`src/hdl/mos_ram.sv`:
```
module mos_ram #(
    parameter int WIDTH = 8,
    parameter int DEPTH = 16
) (
    input  logic                     clk,
    input  logic                     we,
    input  logic [$clog2(DEPTH)-1:0] addr,
    input  logic [WIDTH-1:0]         wdata,
    output logic [WIDTH-1:0]         rdata
);

    logic [WIDTH-1:0] mem [DEPTH];

    always_ff @(posedge clk)
    begin
        if (we)
        begin
            mem[addr] <= wdata;
        end
        rdata <= mem[addr];
    end

endmodule

```
`config.mk`:
```
export PLATFORM = sky130hd
export DESIGN_NAME = mos_ram
export DESIGN_NICKNAME = d
export VERILOG_FILES = /design/src/hdl/mos_ram.sv
export SDC_FILE = /design/constraint.sdc
export NUM_CORES = 1
export LEC_CHECK = 0
export BUFFER_PORTS_ARGS = -buffer_cell sky130_fd_sc_hd__buf_2
export CAP_MARGIN = 10
export CORE_MARGIN = 5
export CORE_UTILIZATION = 40
export CTS_BUF_LIST = sky130_fd_sc_hd__clkbuf_4 sky130_fd_sc_hd__clkbuf_8
export DETAILED_ROUTE_END_ITERATION = 10
export HOLD_SLACK_MARGIN = 0.1
export PLACE_DENSITY = 0.62
export SLEW_MARGIN = 20
export SYNTH_ARGS = -nofsm -noshare
export SYNTH_HDL_FRONTEND = slang
export SYNTH_SLANG_ARGS = --single-unit
export TNS_END_PERCENT = 30
```
`constraint.sdc`:
```
create_clock -name clk -period 2 [get_ports clk]
set_input_delay 0.2 -clock clk [delete_from_list [all_inputs] [get_ports clk]]
set_output_delay 0.2 -clock clk [all_outputs]
set_load 0.05 [all_outputs]
```
==> flow_summary_export.csv, run 1 <==
group,metric,value,unit
status,outcome,"finished, final reports clean",
clock_network,cts.path.max_buffers,2,
global_route,initial_antenna_violation_count,0,
timing,timing.max_slew.rel_slack,0.704,
finish,postLayoutCellArea,6010,µm²
clock_network,cts_tree,"yes",
timing,hold_ws,0.159,ns
power_and_ir_drop,vdd.ir_drop.worst,0.459,mV
synthesis,synth_seq_area_share,0.790,
timing,unrepaired_setup_endpoints_after_global_routing,"false",
detailed_routing,dr.pass1.iters,4,
global_route,first_global_vias,2506,
finish,drive_above_1_share,0.370,
critical_path,r2r_setup_slack,0.57,ns
synthesis,syn_inst,230,
synthesis,syn_area,5070,µm²
power_and_ir_drop,p_leak,1.99,nW
timing,final.setup.tns,0,ns
global_route,grt_util_all_layers,0.141,
clock_network,cts_setup_buffers,0,
clock_network,cts.sink_count,136,
timing,finalHoldViolations,0,
timing,clock.fmax,701,MHz
run,number_of_violations_of_the_max_capacitance_limit,0,
synthesis,net_count_after_synthesis,244,
detailed_routing,antenna_violating_nets_post_route,0,
critical_path,crit_fanout,1,
worst_hold_path,holdCritPathClass,"input pin to flip-flop",
detailed_routing,wirelength,9420,µm
timing,slew_violations,0,
clock_network,clk_lat_worst_skew,0.42,ns
critical_path,worst-endpoint-required,2.29,ns
synthesis,synth.yosys.warnings,0,
critical_path,timing.setup.critical_path_class,"flip-flop to flip-flop",
finish,finish.net_count,304,
finish,end_of_flow_core_utilization,0.480,
finish,final-instance-count-excl-fill,475,
floorplan,die_y,123,µm
synthesis,ys_ff_latch,136,
global_route,grt_first_pass_wirelength,15100,µm
clock_network,post_cts_resize_count,0,
placement,gpl_wtd_cong,0.725,
timing,timing.final.crit_share,0.713,
global_route,grt-ovfl-total,0,
global_route,grt_start_max_net_pins,24,
detailed_routing,drt_first_iter_violations,262,
critical_path,worst_ep_arrival_time,1.72,ns
placement,numPlacedInstances,443,
placement,placed_cell_area,5590,µm²
finish,antenna_cells,0,
placement,port_buffers,21,
placement,post-dp-hpwl,6330,µm
floorplan,rows,41,
power_and_ir_drop,total_power,5.92,mW
clock_network,path_clk_slew,0.08,ns
clock_network,hold_fix_buffers_cts,0,
finish,fillCellCount,1049,
timing,finalClockSkew,0.00936,ns
clock_network,cts_made_buffers,17,
clock_network,htree_num_levels,4,
clock_network,ctsRootBufferMaster,"sky130_fd_sc_hd__clkbuf_8",
timing,finalWorstSetupSlack,0.574,ns
detailed_routing,detail_route.vias_per_cell,5.05,
power_and_ir_drop,power_density,986,nW/µm²
floorplan,die_area,15000,µm²
finish,syn_to_final_growth,18.5,%
placement,post-place-ws,0.327,ns
critical_path,cp-end-kind,"flip-flop",
floorplan,start_util,0.405,
detailed_routing,drc,0,
timing,report.final.setup_viol,0,
floorplan,die_width,123,µm
floorplan,design.core.area,12500,µm²
critical_path,kind_of_start_point_of_the_critical_path,"flip-flop",
synthesis,synth_cell_types,18,
detailed_routing,routed-via-count,2397,
timing,period_minus_slack,1.43,ns
timing,worst_margin_slew,0.444,ns
detailed_routing,routedWlPerCell,19.8,µm
synthesis,synth.avg_cell_area,22.0,µm²
floorplan,floorplan.io_pins,22,
per-layer routing:
layer / vias to the layer above / global-route usage / share of wire
met3: 10 / 0.0442 / 0.042
met5: - / 0 / 0
met4: 0 / 0.0511 / 0.012
met2: 58 / 0.218 / 0.51
li1: 1077 / - / -
met1: 1252 / 0.189 / 0.44
area by class of cell:
type | count | area, µm² | share of cell area
sequential | 136 | 4000 | 0.667
multi-input combinational | 83 | 1000 | 0.167
timing repair buffer | 52 | 363 | 0.0604
clock buffer | 18 | 241 | 0.0402
tap | 172 | 215 | 0.0358
clock inverter | 14 | 179 | 0.0298
flip-flops by register name (all words and copies together) (netlist names):
register and cells:
mem 128, rdata 8
worst max-delay path, cell delays in order (launching register included):
cell,delay (ns)
sky130_fd_sc_hd__edfxtp_1,0.37
sky130_fd_sc_hd__mux4_2,0.48
sky130_fd_sc_hd__a22oi_1,0.35
sky130_fd_sc_hd__nand2_1,0.11
Yosys cell counts (all sizes together):
cell type,n,share of area
mux4,32,0.14
buf,8,0.0094
and2,1,0.0012
nand3b,2,0.0030
nand2,9,0.0067
dfxtp,8,0.032
nand2b,2,0.0025
nand3,1,0.00099
a22oi,16,0.024
nor2b,2,0.0025
edfxtp,128,0.76
clkbuf,3,0.0025
nor3,4,0.0040
nor2,13,0.0096
or3b,1,0.0017
path summary, 6_finish.rpt:
check	start	end	depth (start not counted)
worst min-delay path	wdata[5]	mem[3][5]	1
worst max register to register	mem[3][3]	rdata[3]	3
worst min register to register	mem[15][7]	rdata[7]	3
worst max-delay path	mem[3][3]	rdata[3]	3
cells by family (layout without fill, tap and decap cells):
| group | after synthesis | after routing | synth area share |
|---|---|---|---|
| buf+inv | 11 | 84 | 0.0119 |
| flops | 136 | 136 | 0.790 |
| simple gates | 35 | 35 | 0.0321 |
| compound gates | 16 | 16 | 0.0237 |
| mux | 32 | 32 | 0.142 |
where the power goes:
group	internal, mW	switching [mW]	total [mW]
registers	3.18	0.0195	3.20
logic	0.137	0.230	0.367
clock network	1.36	0.997	2.35
placed cells by master, fill, tap and decap left out:
master,count
sky130_fd_sc_hd__edfxtp_1,128
sky130_fd_sc_hd__mux4_2,32
sky130_fd_sc_hd__buf_4,29
sky130_fd_sc_hd__buf_2,21
sky130_fd_sc_hd__clkbuf_8,17
sky130_fd_sc_hd__a22oi_1,16
sky130_fd_sc_hd__nor2_1,13
sky130_fd_sc_hd__nand2_1,9
sky130_fd_sc_hd__dfxtp_1,8
sky130_fd_sc_hd__clkinv_1,5
sky130_fd_sc_hd__nor3_1,4
sky130_fd_sc_hd__bufinv_16,4
sky130_fd_sc_hd__clkinvlp_4,3
sky130_fd_sc_hd__nor2b_1,2
sky130_fd_sc_hd__nand3b_1,2
sky130_fd_sc_hd__nand2b_1,2
sky130_fd_sc_hd__buf_12,2
sky130_fd_sc_hd__and2_1,1
sky130_fd_sc_hd__nand3_1,1
sky130_fd_sc_hd__or3b_2,1
sky130_fd_sc_hd__inv_6,1
sky130_fd_sc_hd__clkbuf_4,1
sky130_fd_sc_hd__clkinv_4,1
Note: power is estimated with default switching activity, not from simulation.
==> inputs of run 2 (changes only) <==
--- a/config.mk
+++ b/config.mk
@@ -5,6 +5,7 @@
 export SDC_FILE = /design/constraint.sdc
 export NUM_CORES = 1
 export LEC_CHECK = 0
+export ABC_AREA = 1
 export BUFFER_PORTS_ARGS = -buffer_cell sky130_fd_sc_hd__buf_2
 export CAP_MARGIN = 10
 export CORE_MARGIN = 5
==> constraint.sdc (replaced) <==
create_clock -name clk -period 1.4 [get_ports clk]
set_input_delay 0.14 -clock clk [delete_from_list [all_inputs] [get_ports clk]]
set_output_delay 0.14 -clock clk [all_outputs]
set_load 0.05 [all_outputs]
==> flow_summary_export.csv, run 2 <==
group,metric,value,unit
clock_network,cts.sink_count,136,
timing,finalClockSkew,0.00814,ns
critical_path,critical_path.cell_chain,"buf_2",
finish,max_ffs_per_register,128,
power_and_ir_drop,p_leak,2.83,nW
detailed_routing,wirelength,12400,µm
critical_path,worst_ep_arrival_time,1.06,ns
detailed_routing,antenna_violating_nets_post_route,0,
critical_path,cp-end-kind,"output port",
finish,drive_above_1_share,0.136,
power_and_ir_drop,seqPwrFrac,0.494,
synthesis,synth_cell_types,11,
synthesis,syn_area,5590,µm²
critical_path,critical-path-top-delay-family,"flip-flops",
global_route,first_global_vias,3607,
synthesis,ys_ff_latch,136,
global_route,grt_first_pass_wirelength,19200,µm
finish,layout.cells.most_common,"sky130_fd_sc_hd__nand2_1",
placement,post-dp-hpwl,7900,µm
timing,hold_ws,0.134,ns
timing,timing.final.crit_share,0.859,
power_and_ir_drop,internal_power,7.21,mW
clock_network,cts_tree,"yes",
detailed_routing,dr.pass1.iters,4,
floorplan,design.core.area,13800,µm²
synthesis,syn_inst,548,
floorplan,die_area,16400,µm²
critical_path,worst_r2r_endpoint,"rdata[5]",
global_route,initial_antenna_violation_count,0,
clock_network,path_clk_slew,0.08,ns
critical_path,worst-endpoint-required,1.26,ns
synthesis,net_count_after_synthesis,562,
finish,fillCellCount,1313,
finish,finish.net_count,613,
critical_path,kind_of_start_point_of_the_critical_path,"flip-flop",
synthesis,synth.yosys.warnings,0,
synthesis,post-synth-top-area-cell,"sky130_fd_sc_hd__edfxtp_1",
global_route,grt-ovfl-total,0,
floorplan,floorplan.io_pins,22,
critical_path,timing.critical_path.to,"rdata[7]",
clock_network,post_cts_resize_count,0,
timing,timing.max_slew.rel_slack,0.724,
floorplan,die_width,128,µm
synthesis,ys_dominant_reg_cell,"sky130_fd_sc_hd__edfxtp_1",
critical_path,cp.buffers_inverters,1,
finish,syn_to_final_growth,17.3,%
synthesis,synth_most_common_cell,"sky130_fd_sc_hd__nand2_1",
detailed_routing,routed-via-count,3744,
timing,report.final.setup_viol,0,
finish,antenna_cells,0,
floorplan,die_y,128,µm
synthesis,synth_top_area_frac,0.687,
synthesis,number_of_synthesized_flops_with_an_enable_pin,128,
synthesis,synth_seq_area_share,0.716,
critical_path,crit_fanout,1,
finish,top_register,"mem",
timing,unrepaired_setup_endpoints_after_global_routing,"false",
detailed_routing,drt_first_iter_violations,311,
detailed_routing,drc,0,
synthesis,synth.top_cells.by_area,"sky130_fd_sc_hd__edfxtp_1, sky130_fd_sc_hd__nand2_1, sky130_fd_sc_hd__dfxtp_1",
power_and_ir_drop,power_density,1410,nW/µm²
critical_path,critical_path.startpoint,"rdata[7]",
power_and_ir_drop,clockPowerShare,0.435,
timing,clock.fmax,832,MHz
detailed_routing,routedWlPerCell,15.6,µm
detailed_routing,detail_route.vias_per_cell,4.73,
critical_path,rr_startpoint,"mem[2][5]",
placement,numPlacedInstances,757,
global_route,grt_util_all_layers,0.159,
clock_network,cts.path.max_buffers,2,
floorplan,start_util,0.406,
finish,leading_cell_types_in_the_layout_fill_and_taps_excluded,"sky130_fd_sc_hd__nand2_1, sky130_fd_sc_hd__edfxtp_1, sky130_fd_sc_hd__buf_4, sky130_fd_sc_hd__inv_1, sky130_fd_sc_hd__buf_2",
timing,period_minus_slack,1.20,ns
status,outcome,"finished, final reports clean",
global_route,grt_start_max_net_pins,33,
critical_path,critical_path_cell_count,1,
clock_network,ctsRootBufferMaster,"sky130_fd_sc_hd__clkbuf_8",
critical_path,depth_of_the_worst_register_to_register_path,8,
placement,gpl_wtd_cong,0.891,
timing,finalHoldViolations,0,
critical_path,r2r_setup_slack,0.37,ns
clock_network,htree_num_levels,4,
power_and_ir_drop,vdd.ir_drop.worst,0.899,mV
critical_path,crit_path_max_incr_delay,0.35,ns
finish,final-instance-count-excl-fill,792,
synthesis,synthTopCellsByCount,"sky130_fd_sc_hd__nand2_1, sky130_fd_sc_hd__edfxtp_1, sky130_fd_sc_hd__inv_1",
critical_path,critPathSlowestCell,"sky130_fd_sc_hd__dfxtp_1",
critical_path,timing.setup.critical_path_class,"flip-flop to output port",
worst_hold_path,holdCritPathClass,"input pin to flip-flop",
placement,port_buffers,21,
clock_network,cts_made_buffers,17,
synthesis,synth.avg_cell_area,10.2,µm²
timing,slew_violations,0,
run,number_of_violations_of_the_max_capacitance_limit,0,
timing,worst_margin_slew,0.414,ns
power_and_ir_drop,power.combinational.fraction,0.071,
finish,biggestRegsByFlops,"mem x128, rdata x8",
floorplan,rows,43,
synthesis,synthArstFlopShare,0,
power_and_ir_drop,switchingPower,2.04,mW
clock_network,clk_lat_worst_skew,0.44,ns
power_and_ir_drop,netSwitchingFraction,0.221,
power_and_ir_drop,total_power,9.25,mW
## run 2: cell types whose count changed in the layout (fill, tap and decap cells not counted), sizes merged, moves of 3 or more
cell,change
a22oi,-16
bufinv,+3
dlygate4sd3,+3
inv,+23
mux4,-32
nand2,+337
nand3,+3
nor2,+5
nor3,-4
## run 2: metal layers
metal / share of wire / up-vias / global-route usage
li1: - / 1849 / -
met1: 0.45 / 1768 / 0.212
met2: 0.48 / 110 / 0.253
met3: 0.052 / 17 / 0.0354
met4: 0.018 / 0 / 0.0624
met5: 0 / - / 0
## run 2: logic make-up after synthesis
group / count (synthesis) / synth area share
AND/OR/NAND/NOR: 368 / 0.248
buffers and inverters: 44 / 0.0362
flip-flops: 136 / 0.716
## run 2: how the worst min path moves through the flow
stage	from	endpoint	slack (ns)	cells past startpoint
floorplan	wdata[0]	mem[0][0]	0.24	0
global placement	wdata[6]	mem[7][6]	0.58	1
detailed placement	wdata[6]	mem[7][6]	0.58	1
CTS	wdata[3]	mem[13][3]	0.11	1
global route	wdata[3]	mem[5][3]	0.11	1
finish	wdata[3]	mem[13][3]	0.13	1
## run 2: layout make-up
cell class,count,area (µm²),area share
Sequential cell,136,4000,0.610
Tap cell,180,225,0.0343
Clock inverter,15,273,0.0416
Multi-Input combinational cell,368,1390,0.211
Inverter,23,86.3,0.0132
Timing Repair Buffer,53,353,0.0538
Clock buffer,17,234,0.0357
## run 2: power by group through the flow
stage                     clock [mW]  sequential (mW)  combinational (mW)
after floorplan                    0             4.76               0.314
after global placement             0             4.66               0.648
after detailed placement           0             4.67               0.653
after CTS                       4.09             4.57               0.662
after global routing            4.28             4.58               0.731
final                           4.02             4.57               0.656
## run 2: metrics by stage
| stage | TNS, ns | util | instance area (µm²) | setup slack, ns |
|---|---|---|---|---|
| 2_1_floorplan | -10.14 | - | 5590 | -0.117 |
| 3_3_place_gp | 0 | 0.437 | 6020 | 0.144 |
| 3_5_place_dp | 0 | 0.437 | 6020 | 0.122 |
| 4_1_cts | 0 | 0.476 | 6560 | 0.147 |
| 5_1_grt | 0 | 0.476 | 6560 | 0.144 |
| 6_report | 0 | 0.476 | 6560 | 0.198 |
## run 2: timing repair
action	4_1_cts	5_1_grt
endpoints found under the hold margin	26	0
hold buffers	3	0
setup buffers	0	0
==> inputs of run 3 (changes only) <==
--- a/config.mk
+++ b/config.mk
@@ -13,7 +13,7 @@
 export CTS_BUF_LIST = sky130_fd_sc_hd__clkbuf_4 sky130_fd_sc_hd__clkbuf_8
 export DETAILED_ROUTE_END_ITERATION = 10
 export HOLD_SLACK_MARGIN = 0.1
-export PLACE_DENSITY = 0.62
+export PLACE_DENSITY_LB_ADDON = 0.08
 export SLEW_MARGIN = 20
 export SYNTH_ARGS = -nofsm -noshare
 export SYNTH_HDL_FRONTEND = slang
==> flow_summary_export.csv, run 3 (synthesis results as in run 2) <==
group,metric,value,unit
status,outcome,"finished, final reports clean",
timing,period_minus_slack,1.21,ns
finish,fillCellCount,1367,
global_route,grt_util_all_layers,0.172,
global_route,grt-ovfl-total,0,
timing,timing.final.crit_share,0.867,
placement,port_buffers,21,
clock_network,cts_made_buffers,17,
global_route,initial_antenna_violation_count,0,
clock_network,hold_fix_buffers_cts,0,
timing,slew_violations,0,
finish,syn_to_final_growth,15.0,%
finish,postLayoutCellArea,6430,µm²
timing,finalClockSkew,0.00480,ns
finish,top_register,"mem",
placement,post-dp-hpwl,8830,µm
timing,report.final.setup_viol,0,
floorplan,design.core.area,13800,µm²
global_route,grt_first_pass_wirelength,20600,µm
floorplan,floorplan.io_pins,22,
timing,worst_margin_slew,0.396,ns
placement,placed_cell_area,6070,µm²
detailed_routing,drt_first_iter_violations,230,
finish,biggestRegsByFlops,"mem x128, rdata x8",
power_and_ir_drop,power_density,1270,nW/µm²
clock_network,path_clk_slew,0.07,ns
detailed_routing,routed-via-count,3651,
critical_path,cp.buffers_inverters,1,
floorplan,rows,43,
finish,antenna_cells,0,
critical_path,crit_path_max_incr_delay,0.37,ns
critical_path,timing.setup.critical_path_class,"flip-flop to output port",
critical_path,cp-end-kind,"output port",
global_route,first_global_vias,3589,
floorplan,die_width,128,µm
critical_path,worst_ep_arrival_time,1.07,ns
critical_path,worst-endpoint-required,1.26,ns
worst_hold_path,holdCritPathClass,"input pin to flip-flop",
clock_network,ctsRootBufferMaster,"sky130_fd_sc_hd__clkbuf_8",
run,number_of_violations_of_the_max_capacitance_limit,0,
clock_network,cts_setup_buffers,0,
clock_network,post_cts_resize_count,0,
floorplan,die_y,128,µm
timing,timing.max_slew.rel_slack,0.736,
critical_path,critical-path-top-delay-family,"flip-flops",
clock_network,clk_lat_worst_skew,0.43,ns
critical_path,crit_fanout,1,
finish,drive_above_1_share,0.136,
clock_network,cts_tree,"yes",
critical_path,critical_path.cell_chain,"buf_2",
detailed_routing,antenna_violating_nets_post_route,0,
floorplan,start_util,0.406,
timing,final.setup.tns,0,ns
detailed_routing,routedWlPerCell,16.5,µm
global_route,grt_start_max_net_pins,32,
finish,finish.net_count,613,
floorplan,die_area,16400,µm²
timing,finalHoldViolations,0,
placement,gpl_wtd_cong,0.883,
power_and_ir_drop,p_leak,2.80,nW
power_and_ir_drop,vdd.ir_drop.worst,0.822,mV
finish,max_ffs_per_register,128,
clock_network,cts.path.max_buffers,2,
detailed_routing,wirelength,13100,µm
detailed_routing,drc,0,
clock_network,htree_num_levels,4,
clock_network,cts.sink_count,136,
timing,unrepaired_setup_endpoints_after_global_routing,"false",
critical_path,kind_of_start_point_of_the_critical_path,"flip-flop",
detailed_routing,dr.pass1.iters,4,
timing,clock.fmax,823,MHz
detailed_routing,detail_route.vias_per_cell,4.61,
finish,leading_cell_types_in_the_layout_fill_and_taps_excluded,"sky130_fd_sc_hd__nand2_1, sky130_fd_sc_hd__edfxtp_1, sky130_fd_sc_hd__buf_4, sky130_fd_sc_hd__inv_1, sky130_fd_sc_hd__buf_2",
finish,layout.cells.most_common,"sky130_fd_sc_hd__nand2_1",
critical_path,critPathSlowestCell,"sky130_fd_sc_hd__dfxtp_1",
## run 3: routing by layer
metal / global-route usage / part of all wire
met2: 0.271 / 0.48
met5: 0 / 0
met1: 0.233 / 0.46
met3: 0.0379 / 0.041
met4: 0.0649 / 0.015
## run 3: report_power, final
group | total [mW] | internal, mW | leakage [nW] | switching [mW]
Clock | 2.94 | 1.57 | 0.196 | 1.37
Combinational | 0.674 | 0.179 | 1.38 | 0.495
Sequential | 4.58 | 4.55 | 1.22 | 0.0302
Total | 8.19 | 6.30 | 2.80 | 1.89
## run 3: final timing paths
check	startpoint	endpoint	slack [ns]	depth (start not counted)
worst max-delay path	rdata[4]	rdata[4]	0.19	1
worst min-delay path	wdata[5]	mem[15][5]	0.14	1
worst max register to register	mem[15][5]	rdata[5]	0.40	8
worst min register to register	mem[0][5]	rdata[5]	0.70	8
## run 3: through the flow
| stage | setup slack [ns] | cells | hold slack, ns | util | total power, mW |
|---|---|---|---|---|---|
| after floorplan | -0.117 | 548 | 0.239 | - | 5.07 |
| after CTS | 0.135 | 792 | 0.116 | 0.467 | 8.32 |
| final | 0.186 | 792 | 0.144 | 0.467 | 8.19 |
| after detailed placement | 0.0504 | 760 | 0.603 | 0.441 | 5.36 |
| after global routing | 0.135 | 792 | 0.121 | 0.467 | 8.58 |
| after global placement | 0.0405 | 760 | 0.602 | 0.441 | 5.36 |
## run 3: area by class of cell
cell class | count | area [µm²] | area share
flip-flops and latches | 136 | 4000 | 0.622
clock buffers | 19 | 249 | 0.0387
repair buffers | 53 | 370 | 0.0576
clock inverters | 13 | 111 | 0.0173
well taps | 180 | 225 | 0.0350
inverters | 23 | 86.3 | 0.0134
multi-input cells | 368 | 1390 | 0.216
